$ cat src/design/psu_pkg.sv
package psu_pkg;

  localparam logic [2:0] FILT_NONE  = 3'd0;
  localparam logic [2:0] FILT_SUB   = 3'd1;
  localparam logic [2:0] FILT_UP    = 3'd2;
  localparam logic [2:0] FILT_AVG   = 3'd3;
  localparam logic [2:0] FILT_PAETH = 3'd4;

  localparam logic [7:0] LAST_FILTER = 8'd4;
  localparam int AVG_SHIFT = 1;

  localparam logic REG_LINE_BYTES  = 1'b0;
  localparam logic REG_PIXEL_BYTES = 1'b1;

  typedef struct packed {
    logic [2:0] filter;
    logic       first_row;
    logic       left_ok;
  } pred_ctl_t;

endpackage

$ cat src/design/psu_predict.sv
module psu_predict (
  input  psu_pkg::pred_ctl_t ctl,
  input  logic [7:0]         data,
  input  logic [7:0]         left_hist,
  input  logic [7:0]         upper_left_hist,
  input  logic [7:0]         above,
  output logic [7:0]         x,
  output logic [7:0]         b
);

  logic [7:0] a;
  logic [7:0] c;
  logic [8:0] sum_ab;
  logic [8:0] twice_c;
  logic [7:0] avg;
  logic [7:0] dist_a;
  logic [7:0] dist_b;
  logic [8:0] dist_c;
  logic [7:0] paeth;

  always_comb begin
    a = ctl.left_ok ? left_hist : 8'd0;
    b = ctl.first_row ? 8'd0 : above;
    c = (ctl.left_ok && !ctl.first_row) ? upper_left_hist : 8'd0;

    sum_ab  = {1'b0, a} + {1'b0, b};
    twice_c = {c, 1'b0};
    avg     = 8'(sum_ab >> psu_pkg::AVG_SHIFT);

    // The Paeth distances from p = a + b - c, written without p.
    dist_a = (b > c) ? b - c : c - b;
    dist_b = (a > c) ? a - c : c - a;
    dist_c = (sum_ab > twice_c) ? sum_ab - twice_c : twice_c - sum_ab;

    if (dist_a <= dist_b && {1'b0, dist_a} <= dist_c) begin
      paeth = a;
    end else if ({1'b0, dist_b} <= dist_c) begin
      paeth = b;
    end else begin
      paeth = c;
    end

    case (ctl.filter)
      psu_pkg::FILT_SUB:   x = data + a;
      psu_pkg::FILT_UP:    x = data + b;
      psu_pkg::FILT_AVG:   x = data + avg;
      psu_pkg::FILT_PAETH: x = data + paeth;
      default:             x = data;
    endcase
  end

endmodule

$ cat config.mk
export PLATFORM = sky130hd
export DESIGN_NAME = psu_predict
export DESIGN_NICKNAME = d
export VERILOG_FILES = /design/src/design/psu_pkg.sv /design/src/design/psu_predict.sv
export SDC_FILE = /design/constraint.sdc
export NUM_CORES = 1
export LEC_CHECK = 0
export BUFFER_PORTS_ARGS = -buffer_cell sky130_fd_sc_hd__buf_2
export CAP_MARGIN = 20
export CORE_ASPECT_RATIO = 0.5
export CORE_MARGIN = 1
export CORE_UTILIZATION = 49
export DETAILED_ROUTE_END_ITERATION = 16
export MAX_ROUTING_LAYER = met4
export PLACE_DENSITY = 0.69
export SYNTH_ARGS = -nofsm -noshare
export SYNTH_HDL_FRONTEND = slang
export SYNTH_SLANG_ARGS = --single-unit
$ cat constraint.sdc
create_clock -name vclk -period 11.7
set_input_delay 1.17 -clock vclk [all_inputs]
set_output_delay 1.17 -clock vclk [all_outputs]
set_load 0.01 [all_outputs]
After elaboration in Yosys (flattened, before gate mapping)
Index checks and enable logic that the tools add are counted.

word-level totals
  word-level logic and storage cells = 33
  bits of input ports = 37
  flip-flop bits (word level) = 0
  output and inout bits = 16

cells by class
  $lt $le $gt $ge = 6
  reduce and logical (&&, ||, !) cells = 3
  mux-type cells = 9
  equality and inequality tests = 4
  $add $sub $neg = 11

operators with widths
  operator                                             count
  2-to-1 mux 8 bit                                     7
  adder 8 bit                                          4
  case mux 8 bit (4 select lines)                      1
  subtractor 8 bit                                     4
  less-or-equal comparator 8 x 9 -> 1 bit              2
  subtractor 9 bit                                     2
  greater-than comparator 8 bit                        2
  adder 8 x 8 -> 9 bit                                 1
  greater-than comparator 9 bit                        1
  2-to-1 mux 9 bit                                     1
  less-or-equal comparator 8 bit                       1
  equality test 3 x 2 -> 1 bit, second input constant  2
  equality test 3 x 1 -> 1 bit, second input constant  1
  equality test 3 bit, second input constant           1
  logical AND 1 bit                                    2
  zero test 1 bit                                      1

Depth between registers and ports, before layout
Gate-level depths: netlist of the first run.

  depth after elaboration = 10
  gate-level depth with buffers = 49
  gate-level depth less buffers = 44

Worst setup path after synthesis of the first run
OpenSTA, ideal clock, no wires.

  kind = input-to-output
  from = input ctl[0] (netlist bit)
  to = output x[7]
  data required time = 10530 ps
  data arrival time = 9589 ps
  slack = 941 ps
  path buffers = 6
  cell stages on the path = 46
  cells stage by stage = buf_6 > buf_2 > buf_1 > buf_1 > nand2_1 > inv_1 > ha_1 > ha_1 > o21ai_1 > a211oi_1 > maj3_1 > nand3_1 > nand2_1 > xnor2_1 > inv_1 > ha_1 > and4_1 > o2bb2ai_1 > [10 not listed] > a211o_1 > or3_1 > and2_1 > clkbuf_1 > nor2_1 > a21oi_1 > o22a_1 > ha_1 > a21o_1 > a21o_1 > a21o_1 > a21oi_1 > nor2b_1 > o21ai_0 > nand2_1 > nor2_1 > mux2i_1 > xnor2_1

on the way
  longest elaborated chain between the ends = 9
  elaborated cells on any way between the ends = 26
  those cells by class = add/sub (10); order compare (6); mux (8); reduce/logical (2)

ends and longest elaborated chain
  element                                                                line                                  source
  start, declared                                                        psu_predict.sv:2                      input psu_pkg::pred_ctl_t ctl,
  2-to-1 mux 8 bit / logical AND 1 bit (equally long branches)           psu_predict.sv:22, psu_predict.sv:24
  adder 8 x 8 -> 9 bit / 2-to-1 mux 8 bit (equally long branches)        psu_predict.sv:26, psu_predict.sv:24
  subtractor 9 bit, or another cell as far along                         psu_predict.sv:33                     dist_c = (sum_ab > twice_c) ? sum_ab - twice_c : twice_c - sum_ab;
  2-to-1 mux 9 bit, or another cell as far along                         psu_predict.sv:33
  less-or-equal comparator 8 x 9 -> 1 bit, or another cell as far along  psu_predict.sv:37                     end else if ({1'b0, dist_b} <= dist_c) begin
  2-to-1 mux 8 bit / logical AND 1 bit (equally long branches)           psu_predict.sv:37, psu_predict.sv:35
  2-to-1 mux 8 bit                                                       psu_predict.sv:35                     if (dist_a <= dist_b && {1'b0, dist_a} <= dist_c) begin
  adder 8 bit                                                            psu_predict.sv:47                     psu_pkg::FILT_PAETH: x = data + paeth;
  case mux 8 bit (4 select lines) *                                      psu_predict.sv:43                     case (ctl.filter)
  end, declared                                                          psu_predict.sv:7                      output logic [7:0] x,

Mark *: on every way between the ends. The rest lies on a longest branch, timed or not.

Final worst setup path of the first run
  from = input ctl[1] (netlist bit)
  to = output x[7]

on the way
  longest elaborated chain between the ends = 10
  elaborated cells on any way between the ends = 27
  those cells by class = add/sub (10); order compare (6); mux (8); reduce/logical (3)

ends and longest elaborated chain
  element                                                                       line
  parallel branches: the longest is 9 deep, another holds adder 8 x 8 -> 9 bit  n/a
  case mux 8 bit (4 select lines) *                                             psu_predict.sv:43

Mark *: on every way between the ends.

==> results.cfg, run 1 <==
[status]
outcome = complete, no violations

[logic_synthesis]
yosysSeqAreaShare_pct = 0
yosys.area.top_type = ha_1
synth_area_um2 = 4355
synth.area.top_cells = ha_1 (20%), a21oi_1 (5.5%), a21o_1 (5.5%)
synthTopCellsByCount = ha_1 (68), nand2_1 (63), inv_1 (50)
syn_nets = 745
ys_types = 71
ys_warn_count = 0
yosysMostFrequentCell = ha_1
avgSynthCellArea_um2 = 6.859
synth_top_area_share_pct = 19.53
syn_inst = 635

[pwr]
combPwrFrac_pct = 100.0
power.density_nw_per_um2 = 112.7
seqPwrFrac_pct = 0
irDropWorstVdd_uv = 99.08
p_switching_uw = 322.4
leakagePower_nw = 2.422
total_power_uw = 535.7
clkPwrFrac_pct = 0
swShare_pct = 60.19
p_int_uw = 213.2

[timing]
final_max_slew_viol_count = 0
min_period_ns = 11.05
maxSlewHeadroom_pct = 41.10
fin_ws_ns = 0.6542
tightest_slew_ns = 0.8805
period_share_pct = 94.41
timing.hold.ws_ns = 2.616
timing.fmax_mhz = 90.53
rsz0062_at_grt = no
hold_viol = 0
finalSetupViolations = 0
setup_tns_ns = 0

[grt]
antenna_found_initial = 0
grt_pass1_wl_um = 22560
grt_start_max_net_pins = 20
grt_use_total_pct = 32.89
grt_pass1_vias = 4074
overflow = 0

[placed_design]
hpwl_um = 12350
gp_congestion = 1.087
postPlaceCellArea_um2 = 4728
post-place-ws_ns = 0.3693
place_inst = 786
portBuffers = 53

[floorplanning]
boundaryPins = 53
rows = 23
initial_core_util_pct = 52.37
core_area_um2 = 8317
die_area_um2 = 9292
die_w_um = 135.3
die_h_um = 68.67

[detailed_routing]
vias_per_cell = 6.243
wl_met3_um = 1813
dr_total_vias = 4913
drt_iter0_drc = 572
drc = 0
dr_wl_met2_um = 5466
drt-total-wl_um = 14830
drt-pass1-iter-count = 6
wirelength_met1_um = 7315
wl_per_cell_um = 18.84
ant_nets = 0
top_layer_used = met4

[worst_setup_path]
critPathRequiredTime_ns = 10.53
crit_slowest_cell = ha_2
path_class = in2out
cpPeakStageDelay_ns = 0.40
path_buf_inv = 5
critPathMaxFanout = 12
critPathTopFamily = compound AO/OA/AOI/OAI gates
arrival_ns = 9.88
setup.worst_path.start_class = primary input
end_kind = output pin

[layout]
fill_cells = 857
multiInputGateArea_um2 = 4040
nets = 787
drive_above_1_share_pct = 13.78
stdcell_count = 787
final_area_um2 = 4753
syn_to_final_growth_pct = 9.135
insertedDiodeCount = 0
finalCoreUtilization_pct = 57.15
seq_cells = 0
clock_buffers = 0
seq_area_um2 = 0

[worst_hold_path]
hold_path_class = in2out

[job]
cap_violations = 0

[clocking]
cts.hold.buffers_added = 0
-- tightest hold or removal path: cells and delay by family --
kind	cells	cell delay [ns]
xor gates and xnor gates	1	0.06
buffers and inverters	2	0.21
-- layer usage --
metal | global-route usage [%] | up-vias
met2 | 45.32 | 273
met4 | 4.354 | 0
met1 | 48.85 | 2224
met5 | - | -
met3 | 6.579 | 21
li1 | - | 2395
-- what timing repair did --
| action | CTS | global route |
|---|---|---|
| setup endpoints to repair | 0 | 3 |
| buffers inserted | 0 | 1 |
| gates resized for setup | 0 | 7 |
-- final timing paths --
| kind | from | end | slack, ns | cells after the start |
|---|---|---|---|---|
| setup / recovery | ctl[1] | x[7] | 0.65 | 44 |
| hold / removal | data[7] | x[7] | 2.62 | 3 |
-- cells in the final DEF, fill, tap and decap left out, types with 5 or more instances in the layout --
master | synthesis | layout
o21ai_0 | 29 | 29
nand3_1 | 15 | 15
nand4_1 | 5 | 5
a21o_1 | 32 | 31
nor3_1 | 12 | 12
a21oi_1 | 48 | 48
a211oi_1 | 12 | 12
nor2b_1 | 11 | 11
nand2_1 | 63 | 63
mux2_2 | 6 | 6
o21ai_1 | 14 | 14
o211ai_1 | 6 | 6
o22ai_1 | 10 | 10
a31oi_1 | 11 | 11
buf_4 | 1 | 14
mux2i_1 | 16 | 16
nor2_1 | 47 | 46
o22a_1 | 6 | 6
buf_2 | 8 | 53
fa_1 | 5 | 5
inv_1 | 50 | 50
xnor2_1 | 26 | 25
nand2b_1 | 7 | 7
and2_1 | 8 | 7
xor2_1 | 12 | 12
ha_1 | 68 | 67
or3_1 | 7 | 7
and3_1 | 10 | 10
-- cell families after synthesis --
kind of cell	after synthesis	synth area share, %
AO/OA/AOI/OAI	216	33.58
AND/OR/NAND/NOR	200	22.81
multiplexers	23	5.573
XOR/XNOR	38	7.642
buffers and inverters	81	7.642
adder cells (fa/ha/maj)	77	22.75
-- layout make-up --
class / instances / area share, %
inverter: 54 / 4.264
multi-input combinational: 554 / 85.00
tap: 112 / 2.948
timing repair buffer: 67 / 7.792
-- power by group through the flow --
stage	combinational, mW	clock [mW]	sequential [mW]
after floorplan	0.386	0	0
after global placement	0.510	0	0
after detailed placement	0.511	0	0
after CTS	0.514	0	0
after global routing	0.586	0	0
final	0.536	0	0
Note: power is estimated with default switching activity, not from simulation.
==> inputs of run 2 (changes only) <==
--- a/config.mk
+++ b/config.mk
@@ -6,13 +6,13 @@
 export NUM_CORES = 1
 export LEC_CHECK = 0
 export BUFFER_PORTS_ARGS = -buffer_cell sky130_fd_sc_hd__buf_2
-export CAP_MARGIN = 20
 export CORE_ASPECT_RATIO = 0.5
 export CORE_MARGIN = 1
 export CORE_UTILIZATION = 49
 export DETAILED_ROUTE_END_ITERATION = 16
 export MAX_ROUTING_LAYER = met4
 export PLACE_DENSITY = 0.69
+export RECOVER_POWER = 25
 export SYNTH_ARGS = -nofsm -noshare
 export SYNTH_HDL_FRONTEND = slang
 export SYNTH_SLANG_ARGS = --single-unit
==> run 2 against run 1 <==
Compared with the run above: cell area is essentially flat; largest power group unchanged; worst hold slack is the same; non-clock buffer count is the same; sequential cell count is the same; highest routed layer unchanged.
==> results.cfg, run 2 (synthesis results as in run 1) <==
[layout]
seq_area_um2 = 0
final_area_um2 = 4752
final_cell_mix = ha_1 (67), nand2_1 (63), buf_2 (52)
finalCoreUtilization_pct = 57.14
clock_buffers = 0
seq_cells = 0
final_common_cell = ha_1
drive_above_1_share_pct = 13.63
insertedDiodeCount = 0
syn_to_final_growth_pct = 9.107
nets = 787

[worst_setup_path]
critPathMaxFanout = 12
path_class = in2out
cpPeakStageDelay_ns = 0.40
critPathRequiredTime_ns = 10.53
setup.worst_path.start_class = primary input
end_kind = output pin
crit_slowest_cell = ha_2
arrival_ns = 9.88

[detailed_routing]
dr_total_vias = 4895
wl_per_cell_um = 18.82
drc = 0
drt_iter0_drc = 577
drt-pass1-iter-count = 6
vias_per_cell = 6.220
ant_nets = 0
drt-total-wl_um = 14810

[grt]
grt_pass1_wl_um = 22560
antenna_found_initial = 0
grt_use_total_pct = 32.89
grt_start_max_net_pins = 20
grt_pass1_vias = 4074
overflow = 0

[pwr]
power.density_nw_per_um2 = 112.6
irDropWorstVdd_uv = 98.73
leakagePower_nw = 2.418

[timing]
final_max_slew_viol_count = 0
timing.fmax_mhz = 90.51
period_share_pct = 94.43
min_period_ns = 11.05
maxSlewHeadroom_pct = 41.29
timing.hold.ws_ns = 2.616
setup_tns_ns = 0
rsz0062_at_grt = no
tightest_slew_ns = 0.8777
finalSetupViolations = 0
hold_viol = 0

[job]
cap_violations = 0

[worst_hold_path]
hold_path_depth = 3
hp-start = data[7]
hold_path_class = in2out
whs_endpoint = x[7]

[placed_design]
hpwl_um = 12350
portBuffers = 53
gp_congestion = 1.087
postPlaceCellArea_um2 = 4728

[status]
outcome = complete, no violations

[floorplanning]
die_w_um = 135.3
die_area_um2 = 9292
initial_core_util_pct = 52.37
boundaryPins = 53
core_area_um2 = 8317
rows = 23
die_h_um = 68.67

[clocking]
cts.hold.buffers_added = 0
run 2: cell types whose count changed in the layout (fill, tap and decap cells not counted):
cell / change
clkbuf_1: +1
buf_2: -1
run 2: metal layers:
layer	track usage, %	up-vias	routed length (um)
met2	45.32	260	5484
li1	-	2398	-
met1	48.85	2215	7412
met3	6.579	22	1696
met4	4.354	0	217
met5	-	-	0
run 2: through the flow:
stage	power, mW	setup slack, ns	std cells
final	0.5351	0.6515	787
after global routing	0.5857	0.02290	787
after CTS	0.5145	0.3400	786
after detailed placement	0.5106	0.3693	786
after global placement	0.5097	0.6616	786
after floorplan	0.3864	0.9409	635
run 2: worst max-delay path, delay by kind of cell:
| family | cells | cell delay (ns) |
|---|---|---|
| buffers and inverters | 5 | 0.69 |
| AO/OA/AOI/OAI | 17 | 3.33 |
| adder cells (fa/ha/maj) | 6 | 1.83 |
| AND/OR/NAND/NOR | 11 | 1.76 |
| multiplexers | 2 | 0.57 |
| XOR/XNOR | 3 | 0.50 |
run 2: area by class of cell:
class	instances	area [um2]
Fill cell	858	3565
Multi-Input combinational cell	554	4040
Inverter	54	202.7
Timing Repair Buffer	67	369.1
Tap cell	112	140.1
run 2: what timing repair did:
item,in CTS,in global routing
setup buffers,0,1
resized for setup,0,7
endpoints found under the setup margin,0,3
endpoints found under the hold margin,0,0
run 2: how the worst max path moves through the flow:
stage                start    to  slack (ns)  cells after the start
floorplan           ctl[0]  x[7]        0.94                     46
global placement    ctl[0]  x[7]        0.66                     35
detailed placement  ctl[1]  x[7]        0.37                     44
CTS                 ctl[1]  x[7]        0.34                     44
global route        ctl[1]  x[7]        0.02                     44
finish              ctl[1]  x[7]        0.65                     44
run 2: where the power goes:
part / internal, mW / switching [mW] / leakage, nW
clock: 0 / 0 / 0
combinational: 0.213 / 0.322 / 2.42
sequential: 0 / 0 / 0
